## config.mk

```make
export PLATFORM = sky130hd
export DESIGN_NAME = grid_disk_obstacle_marker_top_flat
export DESIGN_NICKNAME = d
export VERILOG_FILES = /design/src/rtl/gdom_pkg.sv /design/src/rtl/gdom_if.sv /design/src/rtl/gdom_regs.sv /design/src/rtl/gdom_ctrl.sv /design/src/rtl/gdom_dp.sv /design/src/rtl/grid_disk_obstacle_marker_top.sv /design/src/flat_wrapper.sv
export VERILOG_INCLUDE_DIRS = /design/src /design/src/rtl
export SDC_FILE = /design/constraint.sdc
export NUM_CORES = 2
export LEC_CHECK = 0
export BUFFER_PORTS_ARGS = -buffer_cell sky130_fd_sc_hd__buf_4
export CORE_MARGIN = 3
export CORE_UTILIZATION = 35
export CTS_CLUSTER_SIZE = 10
export DETAILED_ROUTE_END_ITERATION = 10
export SLEW_MARGIN = 15
export SYNTH_ARGS = -nofsm -noshare
export SYNTH_HDL_FRONTEND = slang
export SYNTH_SLANG_ARGS = --single-unit
export TNS_END_PERCENT = 5
```

## constraint.sdc

```tcl
create_clock -name clk -period 7.9 [get_ports clk]
set_input_delay 0.79 -clock clk [delete_from_list [all_inputs] [get_ports clk]]
set_output_delay 0.79 -clock clk [all_outputs]
set_load 0.05 [all_outputs]
```

## src/rtl/grid_disk_obstacle_marker_top_assert.svh

```systemverilog
// Assertion macros for the grid disk obstacle marker RTL.
// Depends on nothing; expects clk and rst_n in the including module.
`ifndef GRID_DISK_OBSTACLE_MARKER_TOP_ASSERT_SVH
`define GRID_DISK_OBSTACLE_MARKER_TOP_ASSERT_SVH

`ifndef SYNTH
// property must hold at every clock edge out of reset
`define GDOM_ASSERT(lbl, prop, msg) \
  lbl: assert property (@(posedge clk) disable iff (!rst_n) (prop)) else $error(msg);
// condition must never be seen out of reset
`define GDOM_NEVER(lbl, cond, msg) \
  `GDOM_ASSERT(lbl, !(cond), msg)
`else
`define GDOM_ASSERT(lbl, prop, msg)
`define GDOM_NEVER(lbl, cond, msg)
`endif

`endif

```

## src/rtl/gdom_pkg.sv

```systemverilog
// Shared widths, register map, reset values and control structs
// for the grid disk obstacle marker. No dependencies.
package gdom_pkg;

  localparam int MAX_OFFSET = 3;

  localparam int COORD_W = 12;
  localparam int NODE_W  = 14;
  localparam int RAD_W   = 10;
  localparam int SPC_W   = 8;

  localparam int HW_W   = $clog2(MAX_OFFSET + 1);
  localparam int IDX_W  = $clog2(2 * MAX_OFFSET + 1);
  localparam int HS_W   = HW_W + SPC_W;
  localparam int CMP_W  = RAD_W + HS_W;

  localparam int DIV_STEPS = COORD_W;
  localparam int CNT_W     = $clog2(DIV_STEPS);

  localparam int DIFF_W = NODE_W + 1;
  localparam int SQ_W   = 2 * DIFF_W;
  localparam int D2_W   = SQ_W + 1;
  localparam int R2_W   = 2 * RAD_W;

  localparam int APB_ADDR_W = 4;
  localparam int APB_DATA_W = 32;
  localparam int REG_IDX_W  = APB_ADDR_W - 2;

  localparam logic [REG_IDX_W-1:0] REG_FIELD_WIDTH    = 2'd0;
  localparam logic [REG_IDX_W-1:0] REG_FIELD_HEIGHT   = 2'd1;
  localparam logic [REG_IDX_W-1:0] REG_KEEPOUT_RADIUS = 2'd2;
  localparam logic [REG_IDX_W-1:0] REG_GRID_SPACING   = 2'd3;

  localparam logic [COORD_W-1:0] RST_FIELD_WIDTH    = 12'd900;
  localparam logic [COORD_W-1:0] RST_FIELD_HEIGHT   = 12'd600;
  localparam logic [RAD_W-1:0]   RST_KEEPOUT_RADIUS = 10'd20;
  localparam logic [SPC_W-1:0]   RST_GRID_SPACING   = 8'd10;

  typedef struct packed {
    logic [COORD_W-1:0] field_width;
    logic [COORD_W-1:0] field_height;
    logic [RAD_W-1:0]   keepout_radius;
    logic [SPC_W-1:0]   grid_spacing;
  } cfg_t;

  typedef struct packed {
    logic load;      // latch point, start remainder, latch half-width
    logic div_step;  // one remainder bit for x and y
    logic setup;     // compute sweep start and r^2
    logic issue;     // push current node into the pipe
    logic col_wrap;  // node closes a column of the sweep
    logic last;      // node closes the sweep
  } dp_cmd_t;

  typedef struct packed {
    logic [HW_W-1:0] half_width;
    logic            pipe_busy;
    logic            adv;
  } dp_stat_t;

endpackage

```

## src/rtl/gdom_if.sv

```systemverilog
// Valid/ready channel interfaces for points in and swept nodes out.
// Depends on gdom_pkg.
interface gdom_in_if import gdom_pkg::*; ();
  logic               valid;
  logic               ready;
  logic [COORD_W-1:0] point_x;
  logic [COORD_W-1:0] point_y;

  modport source (output valid, point_x, point_y, input ready);
  modport sink   (input valid, point_x, point_y, output ready);
endinterface

interface gdom_out_if import gdom_pkg::*; ();
  logic                     valid;
  logic                     ready;
  logic signed [NODE_W-1:0] node_x;
  logic signed [NODE_W-1:0] node_y;
  logic                     blocked;
  logic                     visible;
  logic                     last_node;

  modport source (output valid, node_x, node_y, blocked, visible, last_node, input ready);
  modport sink   (input valid, node_x, node_y, blocked, visible, last_node, output ready);
endinterface

```

## src/rtl/gdom_regs.sv

```systemverilog
// APB configuration registers: field bounds, keep-out radius, grid spacing.
// Depends on gdom_pkg.
module gdom_regs import gdom_pkg::*; (
  input  logic                  clk,
  input  logic                  rst_n,
  input  logic                  psel,
  input  logic                  penable,
  input  logic                  pwrite,
  input  logic [APB_ADDR_W-1:0] paddr,
  input  logic [APB_DATA_W-1:0] pwdata,
  output logic [APB_DATA_W-1:0] prdata,
  output cfg_t                  cfg
);

  cfg_t                 cfg_r;
  logic [REG_IDX_W-1:0] reg_idx;
  logic                 wr_en;

  assign reg_idx = paddr[APB_ADDR_W-1:2];
  assign wr_en   = psel && penable && pwrite;

  always_ff @(posedge clk) begin
    if (!rst_n) begin
      cfg_r.field_width    <= RST_FIELD_WIDTH;
      cfg_r.field_height   <= RST_FIELD_HEIGHT;
      cfg_r.keepout_radius <= RST_KEEPOUT_RADIUS;
      cfg_r.grid_spacing   <= RST_GRID_SPACING;
    end else if (wr_en) begin
      case (reg_idx)
        REG_FIELD_WIDTH:    cfg_r.field_width    <= pwdata[COORD_W-1:0];
        REG_FIELD_HEIGHT:   cfg_r.field_height   <= pwdata[COORD_W-1:0];
        REG_KEEPOUT_RADIUS: cfg_r.keepout_radius <= pwdata[RAD_W-1:0];
        REG_GRID_SPACING:   cfg_r.grid_spacing   <= pwdata[SPC_W-1:0];
        default: ;
      endcase
    end
  end

  always_comb begin
    case (reg_idx)
      REG_FIELD_WIDTH:    prdata = APB_DATA_W'(cfg_r.field_width);
      REG_FIELD_HEIGHT:   prdata = APB_DATA_W'(cfg_r.field_height);
      REG_KEEPOUT_RADIUS: prdata = APB_DATA_W'(cfg_r.keepout_radius);
      REG_GRID_SPACING:   prdata = APB_DATA_W'(cfg_r.grid_spacing);
      default:            prdata = '0;
    endcase
  end

  assign cfg = cfg_r;

endmodule

```

## src/rtl/gdom_ctrl.sv

```systemverilog
// Sequencer: accept, remainder steps, setup, then the row/column node sweep.
// Depends on gdom_pkg and grid_disk_obstacle_marker_top_assert.svh.
`include "grid_disk_obstacle_marker_top_assert.svh"

module gdom_ctrl import gdom_pkg::*; (
  input  logic     clk,
  input  logic     rst_n,
  input  logic     in_valid,
  output logic     in_ready,
  input  dp_stat_t stat,
  output dp_cmd_t  cmd
);

  localparam logic [1:0] ST_IDLE  = 2'd0;
  localparam logic [1:0] ST_DIV   = 2'd1;
  localparam logic [1:0] ST_SETUP = 2'd2;
  localparam logic [1:0] ST_SWEEP = 2'd3;

  logic [1:0]       state_r, state_nxt;
  logic [CNT_W-1:0] cnt_r, cnt_nxt;
  logic [IDX_W-1:0] row_r, row_nxt;
  logic [IDX_W-1:0] col_r, col_nxt;
  logic [IDX_W-1:0] span;
  logic             col_end;
  logic             row_end;

  // last offset index is 2h
  assign span    = IDX_W'({stat.half_width, 1'b0});
  assign col_end = (col_r == span);
  assign row_end = (row_r == span);

  // hold off new points until the front of the pipe has drained
  assign in_ready = (state_r == ST_IDLE) && !stat.pipe_busy;

  always_comb begin
    state_nxt = state_r;
    cnt_nxt   = cnt_r;
    row_nxt   = row_r;
    col_nxt   = col_r;
    cmd       = '0;
    case (state_r)
      ST_IDLE: begin
        if (in_valid && in_ready) begin
          cmd.load  = 1'b1;
          cnt_nxt   = '0;
          state_nxt = ST_DIV;
        end
      end
      ST_DIV: begin
        cmd.div_step = 1'b1;
        cnt_nxt      = cnt_r + CNT_W'(1);
        if (cnt_r == CNT_W'(DIV_STEPS - 1)) begin
          state_nxt = ST_SETUP;
        end
      end
      ST_SETUP: begin
        cmd.setup = 1'b1;
        row_nxt   = '0;
        col_nxt   = '0;
        state_nxt = ST_SWEEP;
      end
      ST_SWEEP: begin
        if (stat.adv) begin
          cmd.issue    = 1'b1;
          cmd.col_wrap = col_end;
          cmd.last     = col_end && row_end;
          if (col_end) begin
            col_nxt = '0;
            row_nxt = row_r + IDX_W'(1);
          end else begin
            col_nxt = col_r + IDX_W'(1);
          end
          if (col_end && row_end) begin
            state_nxt = ST_IDLE;
          end
        end
      end
      default: begin
        state_nxt = ST_IDLE;
      end
    endcase
  end

  always_ff @(posedge clk) begin
    if (!rst_n) begin
      state_r <= ST_IDLE;
      cnt_r   <= '0;
      row_r   <= '0;
      col_r   <= '0;
    end else begin
      state_r <= state_nxt;
      cnt_r   <= cnt_nxt;
      row_r   <= row_nxt;
      col_r   <= col_nxt;
    end
  end

  `GDOM_ASSERT(a_last_ends_sweep, cmd.issue && cmd.last |=> state_r == ST_IDLE, "sweep did not end on last node")
  `GDOM_ASSERT(a_col_in_span, state_r == ST_SWEEP |-> col_r <= span, "column index past sweep span")
  `GDOM_ASSERT(a_row_in_span, state_r == ST_SWEEP |-> row_r <= span, "row index past sweep span")
  `GDOM_NEVER(a_issue_on_stall, cmd.issue && !stat.adv, "node issued while output stalled")

endmodule

```

## src/rtl/gdom_dp.sv

```systemverilog
// Datapath: bit-serial remainder for grid snapping, node coordinate stepping,
// and a stall-all pipe of squares, distance compare and output register.
// Depends on gdom_pkg.
module gdom_dp import gdom_pkg::*; (
  input  logic                     clk,
  input  logic                     rst_n,
  input  cfg_t                     cfg,
  input  dp_cmd_t                  cmd,
  output dp_stat_t                 stat,
  input  logic [COORD_W-1:0]       point_x,
  input  logic [COORD_W-1:0]       point_y,
  output logic                     out_valid,
  input  logic                     out_ready,
  output logic signed [NODE_W-1:0] node_x,
  output logic signed [NODE_W-1:0] node_y,
  output logic                     blocked,
  output logic                     visible,
  output logic                     last_node
);

  logic [SPC_W-1:0]   s_eff;
  logic [HW_W-1:0]    h_calc;
  logic [HW_W-1:0]    h_r;
  logic [COORD_W-1:0] px_r, py_r;
  logic [COORD_W-1:0] sx_r, sy_r;
  logic [SPC_W-1:0]   rem_x_r, rem_y_r;
  logic [SPC_W:0]     tx, ty;
  logic [SPC_W-1:0]   rem_x_nxt, rem_y_nxt;
  logic [HS_W-1:0]    hs;
  logic [R2_W-1:0]    r2_r;
  logic signed [NODE_W-1:0] cur_x_r, cur_y_r, y_start_r, step;
  logic               adv;

  // stage 0: node coordinates
  logic                     s0_valid_r;
  logic signed [NODE_W-1:0] s0_x_r, s0_y_r;
  logic                     s0_last_r;
  // stage 1: squares and field test
  logic                     s1_valid_r;
  logic signed [NODE_W-1:0] s1_x_r, s1_y_r;
  logic [SQ_W-1:0]          s1_sqx_r, s1_sqy_r;
  logic                     s1_in_r;
  logic                     s1_last_r;
  // output register
  logic                     out_valid_r;
  logic signed [NODE_W-1:0] node_x_r, node_y_r;
  logic                     blocked_r, visible_r, last_r;

  logic signed [DIFF_W-1:0] dx, dy;
  logic signed [SQ_W-1:0]   sqx, sqy;
  logic                     in_x, in_y;
  logic [D2_W-1:0]          d2;

  assign s_eff = (cfg.grid_spacing == '0) ? SPC_W'(1) : cfg.grid_spacing;
  assign adv   = !out_valid_r || out_ready;

  // h = floor(r/s)+1 saturated: count the multiples of s that r reaches
  always_comb begin
    h_calc = HW_W'(1);
    for (int k = 1; k < MAX_OFFSET; k++) begin
      if (CMP_W'(cfg.keepout_radius) >= CMP_W'(HS_W'(k) * HS_W'(s_eff))) begin
        h_calc = h_calc + HW_W'(1);
      end
    end
  end

  // restoring remainder, one bit per step, MSB first
  assign tx = {rem_x_r, sx_r[COORD_W-1]};
  assign ty = {rem_y_r, sy_r[COORD_W-1]};
  assign rem_x_nxt = (tx >= {1'b0, s_eff}) ? SPC_W'(tx - {1'b0, s_eff}) : tx[SPC_W-1:0];
  assign rem_y_nxt = (ty >= {1'b0, s_eff}) ? SPC_W'(ty - {1'b0, s_eff}) : ty[SPC_W-1:0];

  assign hs   = HS_W'(h_r) * HS_W'(s_eff);
  assign step = $signed(NODE_W'(s_eff));

  always_ff @(posedge clk) begin
    if (cmd.load) begin
      px_r    <= point_x;
      py_r    <= point_y;
      sx_r    <= point_x;
      sy_r    <= point_y;
      rem_x_r <= '0;
      rem_y_r <= '0;
      h_r     <= h_calc;
    end
    if (cmd.div_step) begin
      sx_r    <= sx_r << 1;
      sy_r    <= sy_r << 1;
      rem_x_r <= rem_x_nxt;
      rem_y_r <= rem_y_nxt;
    end
    if (cmd.setup) begin
      cur_x_r   <= $signed(NODE_W'(px_r) - NODE_W'(rem_x_r) - NODE_W'(hs));
      cur_y_r   <= $signed(NODE_W'(py_r) - NODE_W'(rem_y_r) - NODE_W'(hs));
      y_start_r <= $signed(NODE_W'(py_r) - NODE_W'(rem_y_r) - NODE_W'(hs));
      r2_r      <= R2_W'(cfg.keepout_radius) * R2_W'(cfg.keepout_radius);
    end
    if (cmd.issue) begin
      if (cmd.col_wrap) begin
        cur_x_r <= cur_x_r + step;
        cur_y_r <= y_start_r;
      end else begin
        cur_y_r <= cur_y_r + step;
      end
    end
  end

  // stage 1 logic
  assign dx   = $signed(DIFF_W'(px_r)) - $signed({s0_x_r[NODE_W-1], s0_x_r});
  assign dy   = $signed(DIFF_W'(py_r)) - $signed({s0_y_r[NODE_W-1], s0_y_r});
  assign sqx  = dx * dx;
  assign sqy  = dy * dy;
  assign in_x = !s0_x_r[NODE_W-1] && (s0_x_r[NODE_W-2:0] <= (NODE_W-1)'(cfg.field_width));
  assign in_y = !s0_y_r[NODE_W-1] && (s0_y_r[NODE_W-2:0] <= (NODE_W-1)'(cfg.field_height));

  // stage 2 logic
  assign d2 = D2_W'(s1_sqx_r) + D2_W'(s1_sqy_r);

  always_ff @(posedge clk) begin
    if (!rst_n) begin
      s0_valid_r  <= 1'b0;
      s1_valid_r  <= 1'b0;
      out_valid_r <= 1'b0;
    end else if (adv) begin
      s0_valid_r  <= cmd.issue;
      s1_valid_r  <= s0_valid_r;
      out_valid_r <= s1_valid_r;
    end
  end

  always_ff @(posedge clk) begin
    if (adv) begin
      s0_x_r    <= cur_x_r;
      s0_y_r    <= cur_y_r;
      s0_last_r <= cmd.last;

      s1_x_r    <= s0_x_r;
      s1_y_r    <= s0_y_r;
      s1_sqx_r  <= sqx;
      s1_sqy_r  <= sqy;
      s1_in_r   <= in_x && in_y;
      s1_last_r <= s0_last_r;

      node_x_r  <= s1_x_r;
      node_y_r  <= s1_y_r;
      blocked_r <= s1_in_r && (d2 <= D2_W'(r2_r));
      visible_r <= s1_in_r && ({d2, 2'b00} <= (D2_W + 2)'(r2_r));
      last_r    <= s1_last_r;
    end
  end

  assign stat.half_width = h_r;
  assign stat.pipe_busy  = s0_valid_r || s1_valid_r;
  assign stat.adv        = adv;

  assign out_valid = out_valid_r;
  assign node_x    = node_x_r;
  assign node_y    = node_y_r;
  assign blocked   = blocked_r;
  assign visible   = visible_r;
  assign last_node = last_r;

endmodule

```

## src/rtl/grid_disk_obstacle_marker_top.sv

```systemverilog
// Top level of the grid disk obstacle marker: APB registers, sequencer, datapath.
// Depends on gdom_pkg, gdom_if, gdom_regs, gdom_ctrl, gdom_dp.
//
//  port      | dir    | protocol      | payload
//  ----------+--------+---------------+--------------------------------------------
//  in_ch     | sink   | valid/ready   | point_x, point_y (12b unsigned cm)
//  out_ch    | source | valid/ready   | node_x, node_y (14b signed), blocked, visible, last_node
//  APB       | slave  | psel/penable  | 4 regs at 0x0/0x4/0x8/0xC, pready tied high
//
// Per point: accept, then the bit-serial remainder (one bit of the
// 12-bit coordinate per cycle, x and y side by side), setup, then one node per
// cycle while out_ch.ready does not stall the pipe, (2h+1)^2 nodes with
// h = min(radius/spacing + 1, 3). The next point is taken once the last node
// has left the squaring stage.
// Synchronous active-low reset restores the register defaults and empties the pipe.
// out_ch.ready low freezes the whole node pipe; the sweep resumes where it stopped.
module grid_disk_obstacle_marker_top import gdom_pkg::*; (
  input  logic                  clk,
  input  logic                  rst_n,
  gdom_in_if.sink               in_ch,
  gdom_out_if.source            out_ch,
  input  logic                  psel,
  input  logic                  penable,
  input  logic                  pwrite,
  input  logic [APB_ADDR_W-1:0] paddr,
  input  logic [APB_DATA_W-1:0] pwdata,
  output logic [APB_DATA_W-1:0] prdata,
  output logic                  pready
);

  cfg_t     cfg;
  dp_cmd_t  cmd;
  dp_stat_t stat;

  // registers never insert wait states
  assign pready = 1'b1;

  gdom_regs u_regs (
    .clk     (clk),
    .rst_n   (rst_n),
    .psel    (psel),
    .penable (penable),
    .pwrite  (pwrite),
    .paddr   (paddr),
    .pwdata  (pwdata),
    .prdata  (prdata),
    .cfg     (cfg)
  );

  // sequencer owns the input handshake and the sweep counters
  gdom_ctrl u_ctrl (
    .clk      (clk),
    .rst_n    (rst_n),
    .in_valid (in_ch.valid),
    .in_ready (in_ch.ready),
    .stat     (stat),
    .cmd      (cmd)
  );

  // datapath owns the output register and its transaction
  gdom_dp u_dp (
    .clk       (clk),
    .rst_n     (rst_n),
    .cfg       (cfg),
    .cmd       (cmd),
    .stat      (stat),
    .point_x   (in_ch.point_x),
    .point_y   (in_ch.point_y),
    .out_valid (out_ch.valid),
    .out_ready (out_ch.ready),
    .node_x    (out_ch.node_x),
    .node_y    (out_ch.node_y),
    .blocked   (out_ch.blocked),
    .visible   (out_ch.visible),
    .last_node (out_ch.last_node)
  );

endmodule

```

## src/flat_wrapper.sv

```systemverilog
// flat-port wrapper written by rule: the top's interface ports become plain ports
module grid_disk_obstacle_marker_top_flat import gdom_pkg::*;
  (clk, rst_n, psel, penable, pwrite, paddr, pwdata, prdata, pready, in_ch_valid, in_ch_point_x, in_ch_point_y, in_ch_ready, out_ch_valid, out_ch_node_x, out_ch_node_y, out_ch_blocked, out_ch_visible, out_ch_last_node, out_ch_ready);
  gdom_in_if in_ch_i ();
  gdom_out_if out_ch_i ();
  input  logic clk;
  input  logic rst_n;
  input  logic psel;
  input  logic penable;
  input  logic pwrite;
  input  logic [APB_ADDR_W-1:0] paddr;
  input  logic [APB_DATA_W-1:0] pwdata;
  output logic [APB_DATA_W-1:0] prdata;
  output logic pready;
  input wire logic [$bits(in_ch_i.valid)-1:0] in_ch_valid;
  input wire logic [$bits(in_ch_i.point_x)-1:0] in_ch_point_x;
  input wire logic [$bits(in_ch_i.point_y)-1:0] in_ch_point_y;
  output wire logic [$bits(in_ch_i.ready)-1:0] in_ch_ready;
  output wire logic [$bits(out_ch_i.valid)-1:0] out_ch_valid;
  output wire logic [$bits(out_ch_i.node_x)-1:0] out_ch_node_x;
  output wire logic [$bits(out_ch_i.node_y)-1:0] out_ch_node_y;
  output wire logic [$bits(out_ch_i.blocked)-1:0] out_ch_blocked;
  output wire logic [$bits(out_ch_i.visible)-1:0] out_ch_visible;
  output wire logic [$bits(out_ch_i.last_node)-1:0] out_ch_last_node;
  input wire logic [$bits(out_ch_i.ready)-1:0] out_ch_ready;
  assign in_ch_i.valid = in_ch_valid;
  assign in_ch_i.point_x = in_ch_point_x;
  assign in_ch_i.point_y = in_ch_point_y;
  assign in_ch_ready = in_ch_i.ready;
  assign out_ch_valid = out_ch_i.valid;
  assign out_ch_node_x = out_ch_i.node_x;
  assign out_ch_node_y = out_ch_i.node_y;
  assign out_ch_blocked = out_ch_i.blocked;
  assign out_ch_visible = out_ch_i.visible;
  assign out_ch_last_node = out_ch_i.last_node;
  assign out_ch_i.ready = out_ch_ready;
  grid_disk_obstacle_marker_top u_core (.clk(clk), .rst_n(rst_n), .in_ch(in_ch_i), .out_ch(out_ch_i), .psel(psel), .penable(penable), .pwrite(pwrite), .paddr(paddr), .pwdata(pwdata), .prdata(prdata), .pready(pready));
endmodule
```

==> impl_summary.txt <==
----------------------------------------------------
[Status]
  Status ... completed

[Route]
  Number of violations reported at the end of detailed-routing iteration 0 ... 1565
  WL final ... roughly 94 mm
  Residual DRC ... 0
  Total vias in the final route ... ~27000
  Per-cell routed wire length ... roughly 17 µm
  Iteration count of the initial detailed-routing pass ... 5
  Via-per-instance ratio ... ~4.8
  Residual antenna-violating net count after detailed routing ... 0

[Critical path]
  Kind of end point of the critical path ... flop
  Slowest stage cell, crit path ... fa_1
  Type of the worst setup path ... flop to flop
  Most frequent CP cell ... fa_1
  Worst Path Required ... 8.23 ns
  Crit Path Max Fanout ... 4
  Category of the worst setup path launch point ... flop
  Worst Path Arrival ... a little over 8 ns
  Largest stage delay, worst path ... slightly below 0.6 ns

[Finish]
  Ratio of cells with drive above 1 in the final layout ... 0.1503
  Number of filler instances in the final layout ... 10259
  Final net count ... between 5000 and 6000
  Most common library cell in the layout ignoring fill and taps ... inv_1
  Most frequent cells in the layout ... inv_1, fa_1, ha_1
  Synthesis-to-layout area growth ... 16.72%

[Global route]
  Initial antenna violation count ... 2
  Maximum number of pins on one net before global-route repair ... 84
  Wire length of the first global-routing pass ... around 150 mm
  GR peak layer ... met2
  Total congestion overflow ... 0
  Met3 track demand over resource in global routing ... 0.01981
  Global router's overall resource usage ... 0.1711
  Met2 global-route usage ... 0.2926
  Met1 usage ... 0.2296
  Number of global-route vias before repair ... 27969

[Yosys]
  Most instantiated flip-flop cell in the synthesis netlist ... edfxtp_1
  Share of flip-flops with an asynchronous set or reset ... 0
  Fraction of the mapped netlist area in compound gates ... 0.1054
  Share of synthesized cell area in and, or, nand and nor gates ... 0.1119
  Gate count after technology mapping ... between 3000 and 4000
  Number of storage elements in the synthesis netlist ... about 330
  Warnings from Yosys ... 0
  Sequential share of the synthesized area ... 0.2460
  Synthesized area per cell ... a little under 10 µm²
  Mux share of post-synthesis cell area ... 0.01579
  Cell area after technology mapping ... between 30000 and 40000 µm²
  Number of enable-type register cells in the synthesized netlist ... 259
  Post-synthesis cell type count ... just under 90
  Xor-xnor portion of the synthesized cell area ... 0.04717
  Adder-Cell Fraction of Synth Area ... 0.3837
  Largest family of logic cells by synthesized area ... adder cells

[Floorplan]
  Floorplan core area ... between 100000 and 150000 µm²
  Horizontal extent of the die ... 333.6 µm
  Count of boundary I/O pins ... between 100 and 150
  Die Ht ... roughly 330 µm
  Die Area ... 111300 µm²
  Effective utilization at floorplan ... 0.3548
  Number of placement rows ... approximately 120

[STA]
  Relative slew margins ... 0.2393
  RSZ-0062 raised after global routing ... yes
  Final hold viol count ... 0
  Final setup violating endpoints ... 0
  Achievable clock frequency ... about 130 MHz
  Share of the cycle needed by the critical path after routing ... 0.9995
  Slew Limit Fails ... 0
  Minimum hold slack ... between 0.3 and 0.4 ns
  Worst clock skew on the final layout ... around 0.027 ns
  Measured slew at the worst slew-check pin ... roughly 1.1 ns
  Minimum period implied by the final worst setup slack ... between 7 and 8 ns
  Setup TNS ... 0 ns

[Clock tree]
  Clock transition at the registers of the reported paths ... around 0.060 ns
  Number of buffers inserted during clock tree synthesis ... 42
  Maximum level of the CTS H-tree ... 2
  Clock root buffer master ... clkbuf_16
  TritonCTS clock tree ... built
  Worst skew pair latency ... around 0.60 ns
  # clock sinks ... approximately 330
  Buffer depth of the longest clock path ... 3

[Placed design]
  Placer Congestion ... between 0.8 and 0.9
  DP Wirelength ... just under 80 mm
  Count of input and output buffers ... 89

[Run]
  Count of max-cap constraint violations ... 0

[Worst hold path]
  Min-delay worst type ... input port to flop

----------------------------------------------------
[cells in the mapped netlist, types with 26 or more instances]
cell type  count  area [µm²]
a21boi_0      37       277.8
dfxtp_1       73        1461
mux2i_1       39       390.4
nor3_1        36       180.2
o21a_1        26       195.2
o21bai_1      31       232.7
nor2b_1       60       375.4
fa_1         445        8909
ha_1         440        5505
nand3_1       46       230.2
and2_1        43       269.0
xor2_1        61       534.3
a21o_1        93       698.2
edfxtp_1     259        7777
nor2_1       274        1028
xnor2_1      130        1139
inv_1        760        2853
o21ai_0      122       610.6
clkbuf_1      67       251.5
a21oi_1      149       745.7
nand2_1      357        1340
[sequential cells by signal, summed over array words and instances, names as in the netlist, 3 cells and up]
name	cells
u_core.u_dp.y_start_r	14
u_core.u_dp.rem_x_r	8
u_core.u_dp.cur_x_r	14
u_core.u_dp.py_r	12
u_core.u_dp.s1_sqy_r	29
u_core.u_dp.rem_y_r	8
u_core.u_ctrl.cnt_r	4
u_core.u_regs.cfg	42
u_core.u_dp.s1_y_r	14
u_core.u_dp.s1_x_r	14
u_core.u_dp.sy_r	12
u_core.u_dp.s1_sqx_r	29
u_core.u_dp.s0_x_r	14
u_core.u_dp.node_y	14
u_core.u_dp.px_r	12
u_core.u_ctrl.row_r	3
u_core.u_dp.node_x	14
u_core.u_dp.sx_r	12
u_core.u_dp.s0_y_r	14
u_core.u_ctrl.col_r	3
u_core.u_dp.r2_r	19
u_core.u_dp.cur_y_r	14
[path summary, 6_finish.rpt]
| path | cells after the start | endpoint | slack, ns | startpoint |
|---|---|---|---|---|
| worst min register to register | 0 | u_core.u_dp.node_y[6]$_DFFE_PP_ | 0.40 | u_core.u_dp.s1_y_r[6]$_DFFE_PP_ |
| worst max-delay path | 30 | u_core.u_dp.s1_sqx_r[29]$_DFFE_PP_ | 0.004 | u_core.u_dp.px_r[1]$_DFFE_PP_ |
| worst min-delay path | 1 | u_core.u_dp.px_r[2]$_DFFE_PP_ | 0.38 | in_ch_point_x[2] |
| worst max register to register | 30 | u_core.u_dp.s1_sqx_r[29]$_DFFE_PP_ | 0.004 | u_core.u_dp.px_r[1]$_DFFE_PP_ |
[stage by stage]
step           setup slack [ns]  instance area (µm²)    util  std cells
6_report               0.003710                43840  0.4141       5638
5_1_grt                 -0.3373                43840  0.4141       5638
4_1_cts                -0.04997                43360  0.4096       5620
3_5_place_dp            -0.4296                41620  0.3932       5528
3_3_place_gp            -0.2983                41620  0.3932       5528
2_1_floorplan          -0.02528                37740       -       3896
[critical path, delay by kind of cell (launching register included)]
kind	cells	cell delay [ns]
compound gates	14	2.44
xor+xnor	2	0.32
flops	1	0.43
buf+inv	4	0.43
simple gates	2	0.28
fa+ha+maj	8	3.68
[routing by layer]
layer / vias up / share of wire / routed length, µm
met2: 568 / 0.48 / 44780
met1: 13037 / 0.45 / 42560
met4: 0 / 0.031 / 2886
li1: 13275 / - / -
met3: 128 / 0.042 / 3982
met5: - / 0 / 0
[area by class of cell]
| type | count | area, µm² | share of cell area |
|---|---|---|---|
| timing repair buffer | 374 | 2923 | 0.06667 |
| clock inverter | 11 | 128.9 | 0.002940 |
| antenna | 1 | 2.502 | 0.00005708 |
| clock buffer | 62 | 1136 | 0.02591 |
| tap | 1391 | 1740 | 0.03970 |
| inverter | 779 | 2952 | 0.06732 |
| multi-input combinational | 2688 | 25720 | 0.5867 |
| sequential | 332 | 9239 | 0.2107 |
[timing repair]
action | CTS | global route
setup buffers | 20 | 18
gates resized for setup | 88 | 84
endpoints found under the setup margin | 17 | 22
pin swaps | 86 | 98
hold buffers | 0 | 0
[cell families (layout without fill, tap and decap cells)]
kind of cell / after synthesis / count (layout)
simple gates: 933 / 933
fa+ha+maj: 885 / 885
buf+inv: 876 / 1226
compound gates: 605 / 605
flops: 332 / 332
xor+xnor: 195 / 195
mux: 49 / 49
other cells: 2 / 22
Power is not shown: default switching activity piles up to over one toggle a cycle in this logic, so the estimate is an artifact.
